==> src/rtl/core/ipre_pkg.sv <==
package ipre_pkg;

    // configuration register indexes
    localparam logic [2:0] REG_PREDICTOR_MODE  = 3'd0;
    localparam logic [2:0] REG_FRAME_WIDTH     = 3'd1;
    localparam logic [2:0] REG_FRAME_HEIGHT    = 3'd2;
    localparam logic [2:0] REG_ADAPTIVE_ENABLE = 3'd3;
    localparam logic [2:0] REG_BLOCK_SIZE      = 3'd4;

    // predictor codes
    localparam logic [2:0] PRED_LEFT      = 3'd0;
    localparam logic [2:0] PRED_TOP       = 3'd1;
    localparam logic [2:0] PRED_CORNER    = 3'd2;
    localparam logic [2:0] PRED_PLANAR    = 3'd3;
    localparam logic [2:0] PRED_LEFT_HALF = 3'd4;
    localparam logic [2:0] PRED_TOP_HALF  = 3'd5;
    localparam logic [2:0] PRED_AVERAGE   = 3'd6;
    localparam logic [2:0] PRED_MEDIAN    = 3'd7;

    // plane codes
    localparam logic [1:0] PLANE_Y = 2'd0;
    localparam logic [1:0] PLANE_U = 2'd1;
    localparam logic [1:0] PLANE_V = 2'd2;

    localparam int MAX_HEIGHT  = 4096;
    localparam int FRAC_BITS   = 24;
    localparam int QUEUE_DEPTH = 4;
    localparam int QPTR_W      = 2;
    localparam logic [9:0] M_MIN = 10'd2;
    localparam logic [9:0] M_MAX = 10'd1023;

    typedef struct packed {
        logic [2:0]  predictor_mode;
        logic [12:0] frame_width;
        logic [12:0] frame_height;
        logic        adaptive_enable;
        logic [15:0] block_size;
    } ipre_cfg_t;

    // one classified sample, front to back
    typedef struct packed {
        logic [9:0]  residual;
        logic [1:0]  plane;
        logic        need_m;
        logic [26:0] sum;
        logic [15:0] n;
        logic        frame_end;
    } ipre_rec_t;

    // halve with truncation toward zero
    function automatic logic signed [10:0] half_tz(input logic signed [10:0] v);
        logic [10:0] t;
        begin
            t = v + 11'(v[10]);
            return $signed(t) >>> 1;
        end
    endfunction

    function automatic logic signed [10:0] predict(input logic signed [10:0] l,
                                                   input logic signed [10:0] t,
                                                   input logic signed [10:0] tl,
                                                   input logic [2:0] mode);
        logic signed [10:0] mx;
        logic signed [10:0] mn;
        logic signed [10:0] p;
        begin
            mx = (l > t) ? l : t;
            mn = (l < t) ? l : t;
            case (mode)
                PRED_LEFT:      p = l;
                PRED_TOP:       p = t;
                PRED_CORNER:    p = tl;
                PRED_PLANAR:    p = l + t - tl;
                PRED_LEFT_HALF: p = l + half_tz(t - tl);
                PRED_TOP_HALF:  p = t + half_tz(l - tl);
                PRED_AVERAGE:   p = half_tz(l + t);
                default: begin
                    if (tl >= mx) p = mn;
                    else if (tl <= mn) p = mx;
                    else p = l + t - tl;
                end
            endcase
            return p;
        end
    endfunction

endpackage

==> src/rtl/core/ipre_back.sv <==
module ipre_back (
    input  logic                aclk,
    input  logic                aresetn,
    input  logic                q_empty,
    input  ipre_pkg::ipre_rec_t q_data,
    output logic                q_pop,
    output logic                m_tvalid,
    input  logic                m_tready,
    output logic [9:0]          out_residual,
    output logic [1:0]          out_plane,
    output logic                out_m_update,
    output logic [9:0]          out_new_m,
    output logic                out_frame_end
);
    import ipre_pkg::*;

    typedef enum logic [4:0] {
        B_IDLE = 5'b00001,
        B_NORM = 5'b00010,
        B_SQR  = 5'b00100,
        B_DIV  = 5'b01000,
        B_HOLD = 5'b10000
    } back_state_t;

    back_state_t state_reg;
    ipre_rec_t   rec_reg;
    logic [31:0] z_reg;
    logic [4:0]  cnt_reg;
    logic [4:0]  iter_reg;
    logic [23:0] frac_reg;
    logic        second_reg;
    logic [28:0] log_a_reg;
    logic [28:0] l_reg;
    logic [24:0] num_reg;
    logic [24:0] quo_reg;
    logic [29:0] rem_reg;
    logic [9:0]  m_reg;
    logic        out_valid_reg;

    logic        out_free;
    logic [61:0] prod;
    logic [31:0] sq;
    logic [28:0] log_v;
    logic [29:0] rem_shift;
    logic [25:0] m_round;

    assign out_free = !out_valid_reg || m_tready;
    assign m_tvalid = out_valid_reg;
    assign q_pop    = (state_reg == B_IDLE) && !q_empty && (q_data.need_m || out_free);

    // one squaring step of the log fraction, plus the log value, divide shift and rounded m
    always_comb begin
        prod  = 62'(z_reg[30:0]) * 62'(z_reg[30:0]);
        sq    = prod[61:30];
        log_v = {5'(5'd30 - cnt_reg), frac_reg};
        rem_shift = {rem_reg[28:0], num_reg[24]};
        m_round = 26'(quo_reg) + 26'(rem_reg != '0);
    end

    always_ff @(posedge aclk) begin
        if (!aresetn) begin
            state_reg     <= B_IDLE;
            out_valid_reg <= 1'b0;
        end else begin
            if (out_valid_reg && m_tready) out_valid_reg <= 1'b0;
            case (state_reg)
                // take the next beat; plain residuals go straight out, a zero sum holds M_MIN
                B_IDLE: begin
                    if (q_pop) begin
                        rec_reg <= q_data;
                        if (!q_data.need_m) begin
                            out_valid_reg <= 1'b1;
                            out_residual  <= q_data.residual;
                            out_plane     <= q_data.plane;
                            out_m_update  <= 1'b0;
                            out_new_m     <= 10'd0;
                            out_frame_end <= q_data.frame_end;
                        end else if (q_data.sum == 27'd0) begin
                            m_reg     <= M_MIN;
                            state_reg <= B_HOLD;
                        end else begin
                            z_reg      <= 32'(q_data.sum) + 32'(q_data.n);
                            cnt_reg    <= 5'd0;
                            second_reg <= 1'b0;
                            state_reg  <= B_NORM;
                        end
                    end
                end
                // normalize to a Q30 mantissa one bit per cycle
                B_NORM: begin
                    if (!z_reg[30]) begin
                        z_reg   <= z_reg << 1;
                        cnt_reg <= cnt_reg + 5'd1;
                    end else begin
                        iter_reg  <= 5'd0;
                        frac_reg  <= 24'd0;
                        state_reg <= B_SQR;
                    end
                end
                // fraction bits by repeated squaring
                B_SQR: begin
                    if (iter_reg == 5'(FRAC_BITS)) begin
                        if (!second_reg) begin
                            log_a_reg  <= log_v;
                            second_reg <= 1'b1;
                            z_reg      <= 32'(rec_reg.sum);
                            cnt_reg    <= 5'd0;
                            state_reg  <= B_NORM;
                        end else if (log_a_reg <= log_v) begin
                            m_reg     <= M_MAX;
                            state_reg <= B_HOLD;
                        end else begin
                            l_reg     <= log_a_reg - log_v;
                            num_reg   <= 25'd1 << FRAC_BITS;
                            quo_reg   <= 25'd0;
                            rem_reg   <= 30'd0;
                            iter_reg  <= 5'd0;
                            state_reg <= B_DIV;
                        end
                    end else begin
                        iter_reg <= iter_reg + 5'd1;
                        if (sq[31]) begin
                            z_reg    <= sq >> 1;
                            frac_reg <= {frac_reg[22:0], 1'b1};
                        end else begin
                            z_reg    <= sq;
                            frac_reg <= {frac_reg[22:0], 1'b0};
                        end
                    end
                end
                // restoring divide, one quotient bit per cycle
                B_DIV: begin
                    if (iter_reg == 5'(FRAC_BITS + 1)) begin
                        if (m_round >= 26'(M_MAX)) m_reg <= M_MAX;
                        else if (m_round < 26'(M_MIN)) m_reg <= M_MIN;
                        else m_reg <= 10'(m_round);
                        state_reg <= B_HOLD;
                    end else begin
                        iter_reg <= iter_reg + 5'd1;
                        num_reg  <= num_reg << 1;
                        if (rem_shift >= {1'b0, l_reg}) begin
                            rem_reg <= rem_shift - {1'b0, l_reg};
                            quo_reg <= {quo_reg[23:0], 1'b1};
                        end else begin
                            rem_reg <= rem_shift;
                            quo_reg <= {quo_reg[23:0], 1'b0};
                        end
                    end
                end
                // deliver the beat carrying the new m
                B_HOLD: begin
                    if (out_free) begin
                        out_valid_reg <= 1'b1;
                        out_residual  <= rec_reg.residual;
                        out_plane     <= rec_reg.plane;
                        out_m_update  <= 1'b1;
                        out_new_m     <= m_reg;
                        out_frame_end <= rec_reg.frame_end;
                        state_reg     <= B_IDLE;
                    end
                end
                default: state_reg <= B_IDLE;
            endcase
        end
    end

endmodule

==> config.mk <==
export PLATFORM = sky130hd
export DESIGN_NAME = ipre_back
export DESIGN_NICKNAME = d
export VERILOG_FILES = /design/src/rtl/core/ipre_pkg.sv /design/src/rtl/core/ipre_back.sv
export SDC_FILE = /design/constraint.sdc
export NUM_CORES = 2
export LEC_CHECK = 0
export ABC_AREA = 1
export BUFFER_PORTS_ARGS = -buffer_cell sky130_fd_sc_hd__buf_2
export CORE_AREA = 4 4 603 306
export DETAILED_ROUTE_END_ITERATION = 12
export DIE_AREA = 0 0 607 310
export PLACE_DENSITY = 0.41
export SYNTH_ARGS = -nofsm -noshare
export SYNTH_HDL_FRONTEND = slang
export SYNTH_SLANG_ARGS = --single-unit
==> constraint.sdc <==
create_clock -name aclk -period 10.05 [get_ports aclk]
set_input_delay 1.5075 -clock aclk [delete_from_list [all_inputs] [get_ports aclk]]
set_output_delay 1.5075 -clock aclk [all_outputs]
set_load 0.03 [all_outputs]
==> impl_metrics.json <==
{
  "finalSetupViolations": 0,
  "grt_use_met2_pct": 24.6,
  "fin_crit_sh_pct": 83.9,
  "cts-buffers-inserted": 31,
  "synth_flop_cell": "edfxtp_1",
  "grt_pass1_wl_mm": 211,
  "largest_reg_flops": 40,
  "drtIter0Drc": 1955,
  "hpwl_mm": 111,
  "core_sq_um": 179000,
  "clk_pin_slew_ns": 0.07,
  "nets": 6691,
  "finalMaxSlewViolations": 0,
  "multi_input_area_sq_um": 30600,
  "skew_ns": 0.0285,
  "grt-busiest-layer": "met2",
  "tightest_slew_ns": 1.14,
  "rows": 110,
  "cts_resized": 0,
  "post-route-min-period_ns": 8.43,
  "cts_sinks": 260,
  "crit_path_end_kind": "register",
  "portBuffers": 86,
  "via_count": 33300,
  "yosysSeqAreaShare_pct": 17.3,
  "synth_common_cells": "inv_1 (1,537), nand2_1 (1,305), fa_1 (750)",
  "use_met1_pct": 20.4,
  "htree_levels": 1,
  "r2r_slack_ns": 1.62,
  "clk_latency_ns": 0.62,
  "dr.pass1.iters": 5,
  "routed_via_density": 4.18,
  "critPathMaxFanout": 14,
  "grt_pass1_vias": 35600,
  "worst_setup_path_start_kind": "register",
  "hp-class": "register to register",
  "finalWeightedCongestion": 0.939,
  "max_slew_margin_pct": 23.2,
  "hold_start": "frac_reg[13]$_SDFFCE_PN0P_",
  "drcViolationCount": 0,
  "maxCapViolations": 0,
  "final.setup.tns_ns": 0,
  "drive_gt1_share_pct": 4.34,
  "final-seq-area_sq_um": 7750,
  "final_core_util_pct": 27.4,
  "critPathKind": "register to register",
  "cp.arrival_ns": 8.78,
  "cts_setup_buffers": 0,
  "netlist_instances": 5482,
  "die_w_um": 607,
  "async_reset_ff_share_pct": 0,
  "track_usage_pct": 14.5,
  "hold_viol": 0,
  "pin_count": 87,
  "ant_nets": 0,
  "syn-num-nets": 6642,
  "synth_area_leaders": "fa_1 (34%), edfxtp_1 (17%), inv_1 (13%), nand2_1 (11%), ha_1 (9.8%)",
  "synth-warning-count": 0,
  "status": "complete, no violations",
  "synth-edff-count": 254,
  "worstPathRequired_ns": 10.40,
  "reg2reg_to": "z_reg[25]$_DFFE_PP_",
  "crit_start": "z_reg[18]$_DFFE_PP_",
  "ys_ff_latch": 260,
  "synthDominantCellAreaShare_pct": 33.6,
  "root_buffer": "clkbuf_16",
  "fillers": 19500,
  "rsz0062_at_grt": "no",
  "synth_top_cell_by_area": "fa_1",
  "synth.most_common_cell": "inv_1",
  "antenna_found_initial": 4,
  "endpoint": "z_reg[25]$_DFFE_PP_",
  "max_freq_ghz": 0.119,
  "die-area_sq_um": 188000,
  "grt_max_degree": 57,
  "wl_per_cell_um": 16.9,
  "start_util_pct": 24.9,
  "synth_cell_types": 57,
  "reg2reg_depth": 24,
  "die_h_um": 310,
  "syn_area_sq_um": 44700,
  "clock_path_buffers": 3,
  "hold_buffers": 0,
  "grt_overflow_total": 0,
  "r2r-start": "z_reg[18]$_DFFE_PP_",
  "use_met3_pct": 1.38,
  "syn_to_final_growth_pct": 9.99,
  "routed_wl_mm": 134,
  "cts_tree": "done",
  "synth.avg_cell_area_sq_um": 8.15
}
## cells in the final DEF, fill, tap and decap left out, types with 7 or more instances in the layout
master        n
a22o_1        7
o21bai_1     27
nand2_1    1305
o21ai_0     107
nor3_2        8
inv_1      1537
buf_4        59
buf_2        86
nand3b_1     24
clkbuf_16    31
a21o_1       16
nor4_1       20
clkinv_1      9
a21oi_1     192
xor2_1       69
nand3_1     140
edfxtp_1    254
fa_1        750
ha_1        349
o21ai_1      15
nor3_1       45
nor2_1      309
nand4_1      47
xnor2_1      49
## critical path, stage by stage (launching register included)
cell and delay [ns]:
edfxtp_1 0.93, buf_4 0.31, nand2_1 0.13, fa_1 0.57
fa_1 0.48, fa_1 0.55, inv_1 0.05, fa_1 0.60
fa_1 0.45, fa_1 0.51, fa_1 0.47, ha_1 0.35
ha_1 0.50, nand2_1 0.15, nor2_1 0.22, nand3_1 0.27
nor3_1 0.61, and2_1 0.22, nand2_1 0.18, nand2_1 0.13
nand2_1 0.05, nand2_1 0.14, nand2_1 0.07, nand3_1 0.11
nand3b_1 0.10
## how the worst min path moves through the flow
stage          slack, ns  cells after the start                       to
3_5_place_dp        0.43                      0  log_a_reg[18]$_DFFE_PP_
2_1_floorplan       0.43                      0  log_a_reg[10]$_DFFE_PP_
5_1_grt             0.45                      0  log_a_reg[19]$_DFFE_PP_
3_3_place_gp        0.43                      0  log_a_reg[18]$_DFFE_PP_
4_1_cts             0.42                      0  log_a_reg[13]$_DFFE_PP_
6_report            0.44                      0  log_a_reg[13]$_DFFE_PP_
## kinds of logic (layout without fill, tap and decap cells)
family	count (synthesis)	count (layout)	synth area share, %
AND/OR/NAND/NOR	1940	1940	17.9
buffers and inverters	1674	1746	14.2
adder cells (fa/ha/maj)	1099	1099	43.4
AO/OA/AOI/OAI	391	391	4.87
flip-flops	260	260	17.3
XOR/XNOR	118	118	2.31
other	0	2	0
## layout make-up
cell class	count	share of cell area, %
multi-input combinational	3548	62.4
sequential	260	15.8
inverter	1542	11.8
tap	2408	6.13
timing repair buffer	148	1.90
clock buffer	36	1.62
clock inverter	20	0.433
antenna	2	0.0102
## layer usage
| layer | wire length (um) | vias to the layer above |
|---|---|---|
| met5 | 0 | - |
| met4 | 2480 | 0 |
| met3 | 4910 | 99 |
| met2 | 62800 | 495 |
| met1 | 64000 | 16300 |
| li1 | - | 16400 |
## per-stage QoR
| stage | std cells | area [sq um] | hold WS (ns) | setup slack, ns |
|---|---|---|---|---|
| final | 7964 | 49100 | 0.438 | 1.62 |
| after global routing | 7962 | 49100 | 0.447 | 1.28 |
| after CTS | 7962 | 49100 | 0.417 | 1.73 |
| after detailed placement | 7906 | 48100 | 0.432 | 1.77 |
| after global placement | 7906 | 48100 | 0.428 | 1.70 |
| after floorplan | 5482 | 44700 | 0.426 | 3.05 |
Power is not shown: default switching activity piles up to over one toggle a cycle in this logic, so the estimate is an artifact.
