<file path="config.mk">
export PLATFORM = sky130hd
export DESIGN_NAME = ipre_queue
export DESIGN_NICKNAME = d
export VERILOG_FILES = /design/src/rtl/core/ipre_pkg.sv /design/src/rtl/core/ipre_queue.sv
export SDC_FILE = /design/constraint.sdc
export NUM_CORES = 1
export LEC_CHECK = 0
export BUFFER_PORTS_ARGS = -buffer_cell sky130_fd_sc_hd__buf_2
export CELL_PAD_IN_SITES_DETAIL_PLACEMENT = 2
export CELL_PAD_IN_SITES_GLOBAL_PLACEMENT = 2
export CORE_UTILIZATION = 40
export DETAILED_ROUTE_END_ITERATION = 8
export PLACE_DENSITY_LB_ADDON = 0.1
export SYNTH_ARGS = -nofsm -noshare
export SYNTH_HDL_FRONTEND = slang
export SYNTH_SLANG_ARGS = --single-unit
export TNS_END_PERCENT = 30
</file>
<file path="constraint.sdc">
create_clock -name aclk -period 2.4 [get_ports aclk]
set_input_delay 0.12 -clock aclk [delete_from_list [all_inputs] [get_ports aclk]]
set_output_delay 0.12 -clock aclk [all_outputs]
set_load 0.01 [all_outputs]
</file>
<file path="src/rtl/core/ipre_pkg.sv">
package ipre_pkg;

    // configuration register indexes
    localparam logic [2:0] REG_PREDICTOR_MODE  = 3'd0;
    localparam logic [2:0] REG_FRAME_WIDTH     = 3'd1;
    localparam logic [2:0] REG_FRAME_HEIGHT    = 3'd2;
    localparam logic [2:0] REG_ADAPTIVE_ENABLE = 3'd3;
    localparam logic [2:0] REG_BLOCK_SIZE      = 3'd4;

    // predictor codes
    localparam logic [2:0] PRED_LEFT      = 3'd0;
    localparam logic [2:0] PRED_TOP       = 3'd1;
    localparam logic [2:0] PRED_CORNER    = 3'd2;
    localparam logic [2:0] PRED_PLANAR    = 3'd3;
    localparam logic [2:0] PRED_LEFT_HALF = 3'd4;
    localparam logic [2:0] PRED_TOP_HALF  = 3'd5;
    localparam logic [2:0] PRED_AVERAGE   = 3'd6;
    localparam logic [2:0] PRED_MEDIAN    = 3'd7;

    // plane codes
    localparam logic [1:0] PLANE_Y = 2'd0;
    localparam logic [1:0] PLANE_U = 2'd1;
    localparam logic [1:0] PLANE_V = 2'd2;

    localparam int MAX_HEIGHT  = 4096;
    localparam int FRAC_BITS   = 24;
    localparam int QUEUE_DEPTH = 4;
    localparam int QPTR_W      = 2;
    localparam logic [9:0] M_MIN = 10'd2;
    localparam logic [9:0] M_MAX = 10'd1023;

    typedef struct packed {
        logic [2:0]  predictor_mode;
        logic [12:0] frame_width;
        logic [12:0] frame_height;
        logic        adaptive_enable;
        logic [15:0] block_size;
    } ipre_cfg_t;

    // one classified sample, front to back
    typedef struct packed {
        logic [9:0]  residual;
        logic [1:0]  plane;
        logic        need_m;
        logic [26:0] sum;
        logic [15:0] n;
        logic        frame_end;
    } ipre_rec_t;

    // halve with truncation toward zero
    function automatic logic signed [10:0] half_tz(input logic signed [10:0] v);
        logic [10:0] t;
        begin
            t = v + 11'(v[10]);
            return $signed(t) >>> 1;
        end
    endfunction

    function automatic logic signed [10:0] predict(input logic signed [10:0] l,
                                                   input logic signed [10:0] t,
                                                   input logic signed [10:0] tl,
                                                   input logic [2:0] mode);
        logic signed [10:0] mx;
        logic signed [10:0] mn;
        logic signed [10:0] p;
        begin
            mx = (l > t) ? l : t;
            mn = (l < t) ? l : t;
            case (mode)
                PRED_LEFT:      p = l;
                PRED_TOP:       p = t;
                PRED_CORNER:    p = tl;
                PRED_PLANAR:    p = l + t - tl;
                PRED_LEFT_HALF: p = l + half_tz(t - tl);
                PRED_TOP_HALF:  p = t + half_tz(l - tl);
                PRED_AVERAGE:   p = half_tz(l + t);
                default: begin
                    if (tl >= mx) p = mn;
                    else if (tl <= mn) p = mx;
                    else p = l + t - tl;
                end
            endcase
            return p;
        end
    endfunction

endpackage

</file>
<file path="src/rtl/core/ipre_queue.sv">
module ipre_queue (
    input  logic                aclk,
    input  logic                aresetn,
    input  logic                push,
    input  ipre_pkg::ipre_rec_t push_data,
    input  logic                pop,
    output ipre_pkg::ipre_rec_t pop_data,
    output logic                full,
    output logic                empty
);
    import ipre_pkg::*;

    ipre_rec_t        entry_reg [QUEUE_DEPTH];
    logic [QPTR_W-1:0] wr_ptr_reg, rd_ptr_reg;
    logic [QPTR_W:0]   count_reg;

    assign full     = (count_reg == (QPTR_W+1)'(QUEUE_DEPTH));
    assign empty    = (count_reg == '0);
    assign pop_data = entry_reg[rd_ptr_reg];

    // entry storage
    always_ff @(posedge aclk) begin
        if (push && !full) entry_reg[wr_ptr_reg] <= push_data;
    end

    // pointers and fill count
    always_ff @(posedge aclk) begin
        if (!aresetn) begin
            wr_ptr_reg <= '0;
            rd_ptr_reg <= '0;
            count_reg  <= '0;
        end else begin
            if (push && !full) wr_ptr_reg <= wr_ptr_reg + QPTR_W'(1);
            if (pop && !empty) rd_ptr_reg <= rd_ptr_reg + QPTR_W'(1);
            case ({push && !full, pop && !empty})
                2'b10:   count_reg <= count_reg + (QPTR_W+1)'(1);
                2'b01:   count_reg <= count_reg - (QPTR_W+1)'(1);
                default: count_reg <= count_reg;
            endcase
        end
    end

endmodule

</file>
==> flow_summary.toml, run 1 <==
[run_status]
status = "finished, final reports clean"

[timing]
fin_worst_skew_ps = 17.5
relSlewSlack_pct = 68.9
final-setup-viol-count = 0
hold_viol = 0
grt_setup_unrepaired = "false"
worst_slack_ps = 181
finalCriticalPeriod_ps = 2220
post-route-period-util_pct = 92.5
tightest_slew_ps = 466
slew_violations = 0
fmax_mhz = 451

[power]
pwr-share-seq_pct = 45.0
internal-power_mw = 8.58
powerDensity_nw_per_um2 = 1040
switchingPower_mw = 3.03
pwr-share-comb_pct = 21.0
ir_drop_v = 0.000652
swShare_pct = 26.1
leakagePower_nw = 3.81
power_frac_clock_pct = 34.0

[clock_network]
cts_tree = "yes"
cts_buffers = 26
cts.clk_slew.worst_paths_ps = 60
post_cts_buffers = 0
clk_latency_ps = 520
root_buffer = "clkbuf_16"
cts-htree-levels = 1
clockBufferDepth = 3
cts.sinks = 237

[synthesis]
netlist_area_um2 = 8710
ys_top_cells_by_count = "edfxtp_1 (228), mux4_2 (57), dfxtp_1 (9)"
synth_most_common_cell = "edfxtp_1"
ys_types = 23
synth_warnings = 0
synthesis.nets = 418
synth.ff_latch_count = 237
yosys.area.top_type = "edfxtp_1"
synthCells = 351
synth_seq_area_share_pct = 80.7
yosysTopAreaCellShare_pct = 78.6
synth_ff_type = "edfxtp_1"
syn_avg_cell_area_um2 = 24.8
netlist_top_cells_area = "edfxtp_1 (79%), mux4_2 (15%), dfxtp_1 (2.1%)"
ys_async_sr_fraction_pct = 0
synth_edf_count = 228

[setup_path]
r2r-start = "count_reg[2]$_SDFFE_PN0P_"
crit_fanout = 26
required_ps = 2280
startpoint_type = "flop"
criticalPathCategory = "reg -> out"
crit_arrival_ps = 2100
end_kind = "output pin"

[finish]
area_delta_synth_final_pct = 28.7
final_cells = 848
diodes = 0
post-route-util_pct = 53.0
fillers = 1805
largest_reg_flops = 228
drive_gt1_share_pct = 40.3
stdcell_area_um2 = 11200
nets = 621

[placement]
hpwl_mm = 11.6
post-place-cells = 742
pre_cts_slack_ps = 30.1
port_buffers = 119
placed_area_um2 = 9760
place_congestion = 0.698

[floorplanning]
die_x_um = 150
start_util_pct = 41.2
rows = 53
io_pins = 120
core_area_um2 = 21200
die_h_um = 150
dieArea_um2 = 22400

[global_routing]
grt_pass1_vias = 5032
grt_overflow = 0
grtUsageTotal_pct = 18.8
antenna_found_initial = 0
grt_max_degree = 37
grt_pass1_wl_mm = 30.6

[routing]
wl_per_cell_um = 23.7
drt-initial-drc-count = 206
first_pass_iters = 6
wirelength_mm = 20.1
antenna_left = 0
drc = 0
viasPerCell = 5.07
vias = 4298

[worst_hold_path]
min_from = "push"
hp-class = "in -> reg"

[flow_run]
maxCapViolCount = 0
[placed cells by master (no fill, tap or decap), drive strengths merged, types with 2 or more instances in the layout]
cell type | synthesis | final
dlygate4sd3 | 0 | 59
and2 | 6 | 6
a21boi | 2 | 2
o21ai | 5 | 5
edfxtp | 228 | 228
clkbuf | 4 | 31
mux4 | 57 | 57
clkinv | 0 | 12
inv | 6 | 7
dfxtp | 9 | 9
bufinv | 0 | 3
ha | 5 | 5
nor2b | 2 | 2
nand2 | 7 | 7
or3 | 2 | 2
mux2i | 2 | 2
buf | 10 | 130
[metal layers]
layer	wire, µm	share of wire, %	global-route usage [%]	vias to the layer above
met3	945	4.7	3.99	30
met2	10900	54	34.5	110
li1	-	-	-	1896
met1	7880	39	22.5	2262
met4	344	1.7	4.29	0
met5	0	0	0	-
[area by class of cell]
cell class,count,area [µm²],area share (%)
inverters,6,22.5,0.201
well taps,275,344,3.07
clock buffers,31,691,6.16
repair buffers,189,1380,12.3
clock inverters,16,149,1.33
flip-flops and latches,237,7030,62.8
multi-input cells,94,1590,14.1
[worst paths after layout]
check / slack (ps) / endpoint / cells past startpoint
worst min-delay path: 70 / wr_ptr_reg[1]$_SDFFE_PN0P_ / 3
worst max register to register: 200 / count_reg[2]$_SDFFE_PN0P_ / 9
worst min register to register: 500 / wr_ptr_reg[1]$_SDFFE_PN0P_ / 2
worst max-delay path: 180 / pop_data[2] / 3
[through the flow]
step	setup TNS (ps)	total power, mW	hold slack (ps)
final	0	11.6	70.5
after global routing	0	12.1	58.6
after CTS	0	11.8	86.2
after detailed placement	0	7.71	336
after global placement	0	7.61	329
after floorplan	-26660	6.72	219
[critical path, cell delays in order, from the launching register on]
cell	delay (ps)
dfxtp_4	550
buf_12	300
mux4_2	550
buf_2	160
[timing repair]
item / in CTS / in global routing
endpoints found under the hold margin: 236 / 0
pin swaps: 0 / 0
setup endpoints to repair: 1 / 1
resized for setup: 1 / 2
hold buffers: 59 / 0
[cell families (layout without fill, tap and decap cells)]
logic type	count (synthesis)	in the layout	share of synthesized area (%)
AO/OA/AOI/OAI	7	7	0.460
XOR/XNOR	2	2	0.201
flip-flops	237	237	80.7
multiplexers	59	59	15.0
AND/OR/NAND/NOR	20	20	1.35
adder cells (fa/ha/maj)	6	6	0.948
buffers and inverters	20	242	1.36
[power groups by stage]
stage / Clock (mW) / Combinational (mW) / Sequential (mW)
after detailed placement: 0 / 2.41 / 5.30
after CTS: 4.05 / 2.51 / 5.23
final: 3.95 / 2.44 / 5.22
after floorplan: 0 / 1.56 / 5.16
after global routing: 4.17 / 2.67 / 5.27
after global placement: 0 / 2.36 / 5.25
Power figures use the tool's default switching activity.
==> run 2, diff against run 1 <==
- CELL_PAD_IN_SITES_DETAIL_PLACEMENT: 2 -> default
- CELL_PAD_IN_SITES_GLOBAL_PLACEMENT: 2 -> default
- CORE_UTILIZATION: 40 -> 51
- PLACE_DENSITY: default -> 0.75
- PLACE_DENSITY_LB_ADDON: 0.1 -> default
==> flow_summary.toml, run 2 (same netlist as run 1, synthesis figures left out) <==
[power]
internal-power_mw = 8.37
powerDensity_nw_per_um2 = 1010
switchingPower_mw = 2.75
ir_drop_v = 0.000741
swShare_pct = 24.8
leakagePower_nw = 3.76
pwr-share-seq_pct = 46.5
pwr-share-comb_pct = 21.6
power_frac_clock_pct = 32.0

[global_routing]
grt_pass1_vias = 4422
grtUsageTotal_pct = 18.1
grt_pass1_wl_mm = 24.0
grt_max_degree = 34
grt_overflow = 0
antenna_found_initial = 0

[routing]
drt-initial-drc-count = 277
drc = 0
vias = 4185
wl_per_cell_um = 19.8
viasPerCell = 5.32
wirelength_mm = 15.6
antenna_left = 0
first_pass_iters = 4

[setup_path]
criticalPathCategory = "reg -> reg"
startpoint = "count_reg[1]$_SDFFE_PN0P_"
end_kind = "flop"
crit_fanout = 7
slowest_stage = "fa_1"
required_ps = 2800
crit_arrival_ps = 2720
startpoint_type = "flop"
cpPeakStageDelay_ps = 380
path_common_cell = "inv_1"
crit_chain = "nor3b_4, nor2b_2, inv_1, ha_1, inv_1, fa_1, xor2_1, or3_1, a21boi_1"
r2r-start = "count_reg[1]$_SDFFE_PN0P_"

[finish]
diodes = 0
largest_reg_flops = 228
drive_gt1_share_pct = 39.9
post-route-util_pct = 66.2
nets = 618
final_common_cell = "edfxtp_1"
area_delta_synth_final_pct = 26.5
final_cells = 787
layout_common_cells = "edfxtp_1 (228), buf_2 (119), dlygate4sd3_1 (58)"

[clock_network]
cts_tree = "yes"
root_buffer = "clkbuf_16"
cts-htree-levels = 1
cts.clk_slew.worst_paths_ps = 60
post_cts_buffers = 0
clockBufferDepth = 3
cts_buffers = 23
clk_latency_ps = 490
cts.sinks = 237

[timing]
relSlewSlack_pct = 66.2
finalCriticalPeriod_ps = 2320
post-route-period-util_pct = 96.7
grt_setup_unrepaired = "false"
hold_viol = 0
tightest_slew_ps = 506
fmax_mhz = 431
fin_worst_skew_ps = 6.85
slew_violations = 0
final-setup-viol-count = 0

[placement]
post-place-cells = 688
hpwl_mm = 9.17
place_congestion = 0.684
port_buffers = 119

[run_status]
status = "finished, final reports clean"

[floorplanning]
io_pins = 120
die_h_um = 133
core_area_um2 = 16600
start_util_pct = 52.3
die_x_um = 133
dieArea_um2 = 17600
rows = 47

[worst_hold_path]
min_from = "pop"
hp-class = "in -> reg"

[flow_run]
maxCapViolCount = 0
==> run 2: cell count changes in the layout (fill, tap and decap cells not counted), sizes merged <==
cell,previous run,this run
dlygate4sd3,59,58
inv,7,6
buf,130,131
bufinv,3,4
clkbuf,31,25
==> run 2: path summary, 6_finish.rpt <==
kind / endpoint / slack, ps / cells after the start
max: count_reg[2]$_SDFFE_PN0P_ / 80 / 9
min: flop / 40 / 3
max reg2reg: count_reg[2]$_SDFFE_PN0P_ / 80 / 9
min reg2reg: wr_ptr_reg[1]$_SDFFE_PN0P_ / 500 / 2
==> run 2: final cells by class <==
cell class / count / area, µm²
inverter: 6 / 22.5
fill: 1097 / 5630
tap: 220 / 275
sequential: 237 / 7030
multi-input combinational: 94 / 1580
clock buffer: 25 / 583
timing repair buffer: 189 / 1350
clock inverter: 16 / 166
==> run 2: repair_timing <==
action	CTS	global route
gates resized for setup	1	4
endpoints found under the hold margin	237	0
setup endpoints to repair	1	1
hold buffers	58	0
==> run 2: stage by stage <==
step	TNS (ps)	area (µm²)	hold slack (ps)	power, mW	setup slack (ps)
after floorplan	-26660	8710	219	6.72	-234
after global placement	0	9670	329	7.51	331
after detailed placement	-23.2	9670	337	7.59	-23.2
after CTS	0	11000	16.8	11.2	45.4
after global routing	0	11000	16.0	11.6	14.2
final	0	11000	42.1	11.1	79.5
==> run 2: metal layers <==
layer,routed length [µm],track usage [%],vias up
li1,-,-,1889
met5,0,0,-
met1,6340,23.3,2129
met3,958,4.18,32
met4,383,6.45,0
met2,7890,30.6,135
==> run 2: power groups by stage <==
stage / Combinational (mW) / Sequential (mW) / Clock [mW]
finish: 2.40 / 5.17 / 3.55
global route: 2.58 / 5.21 / 3.79
CTS: 2.44 / 5.16 / 3.63
detailed placement: 2.35 / 5.24 / 0
global placement: 2.30 / 5.21 / 0
floorplan: 1.56 / 5.16 / 0
==> run 2: critical path: cells and delay by family, from the launching register on <==
kind                     cells  cell delay (ps)
AND/OR/NAND/NOR              3              720
XOR/XNOR                     1              170
buffers and inverters        2              170
flip-flops                   1              370
AO/OA/AOI/OAI                1              210
adder cells (fa/ha/maj)      2              590
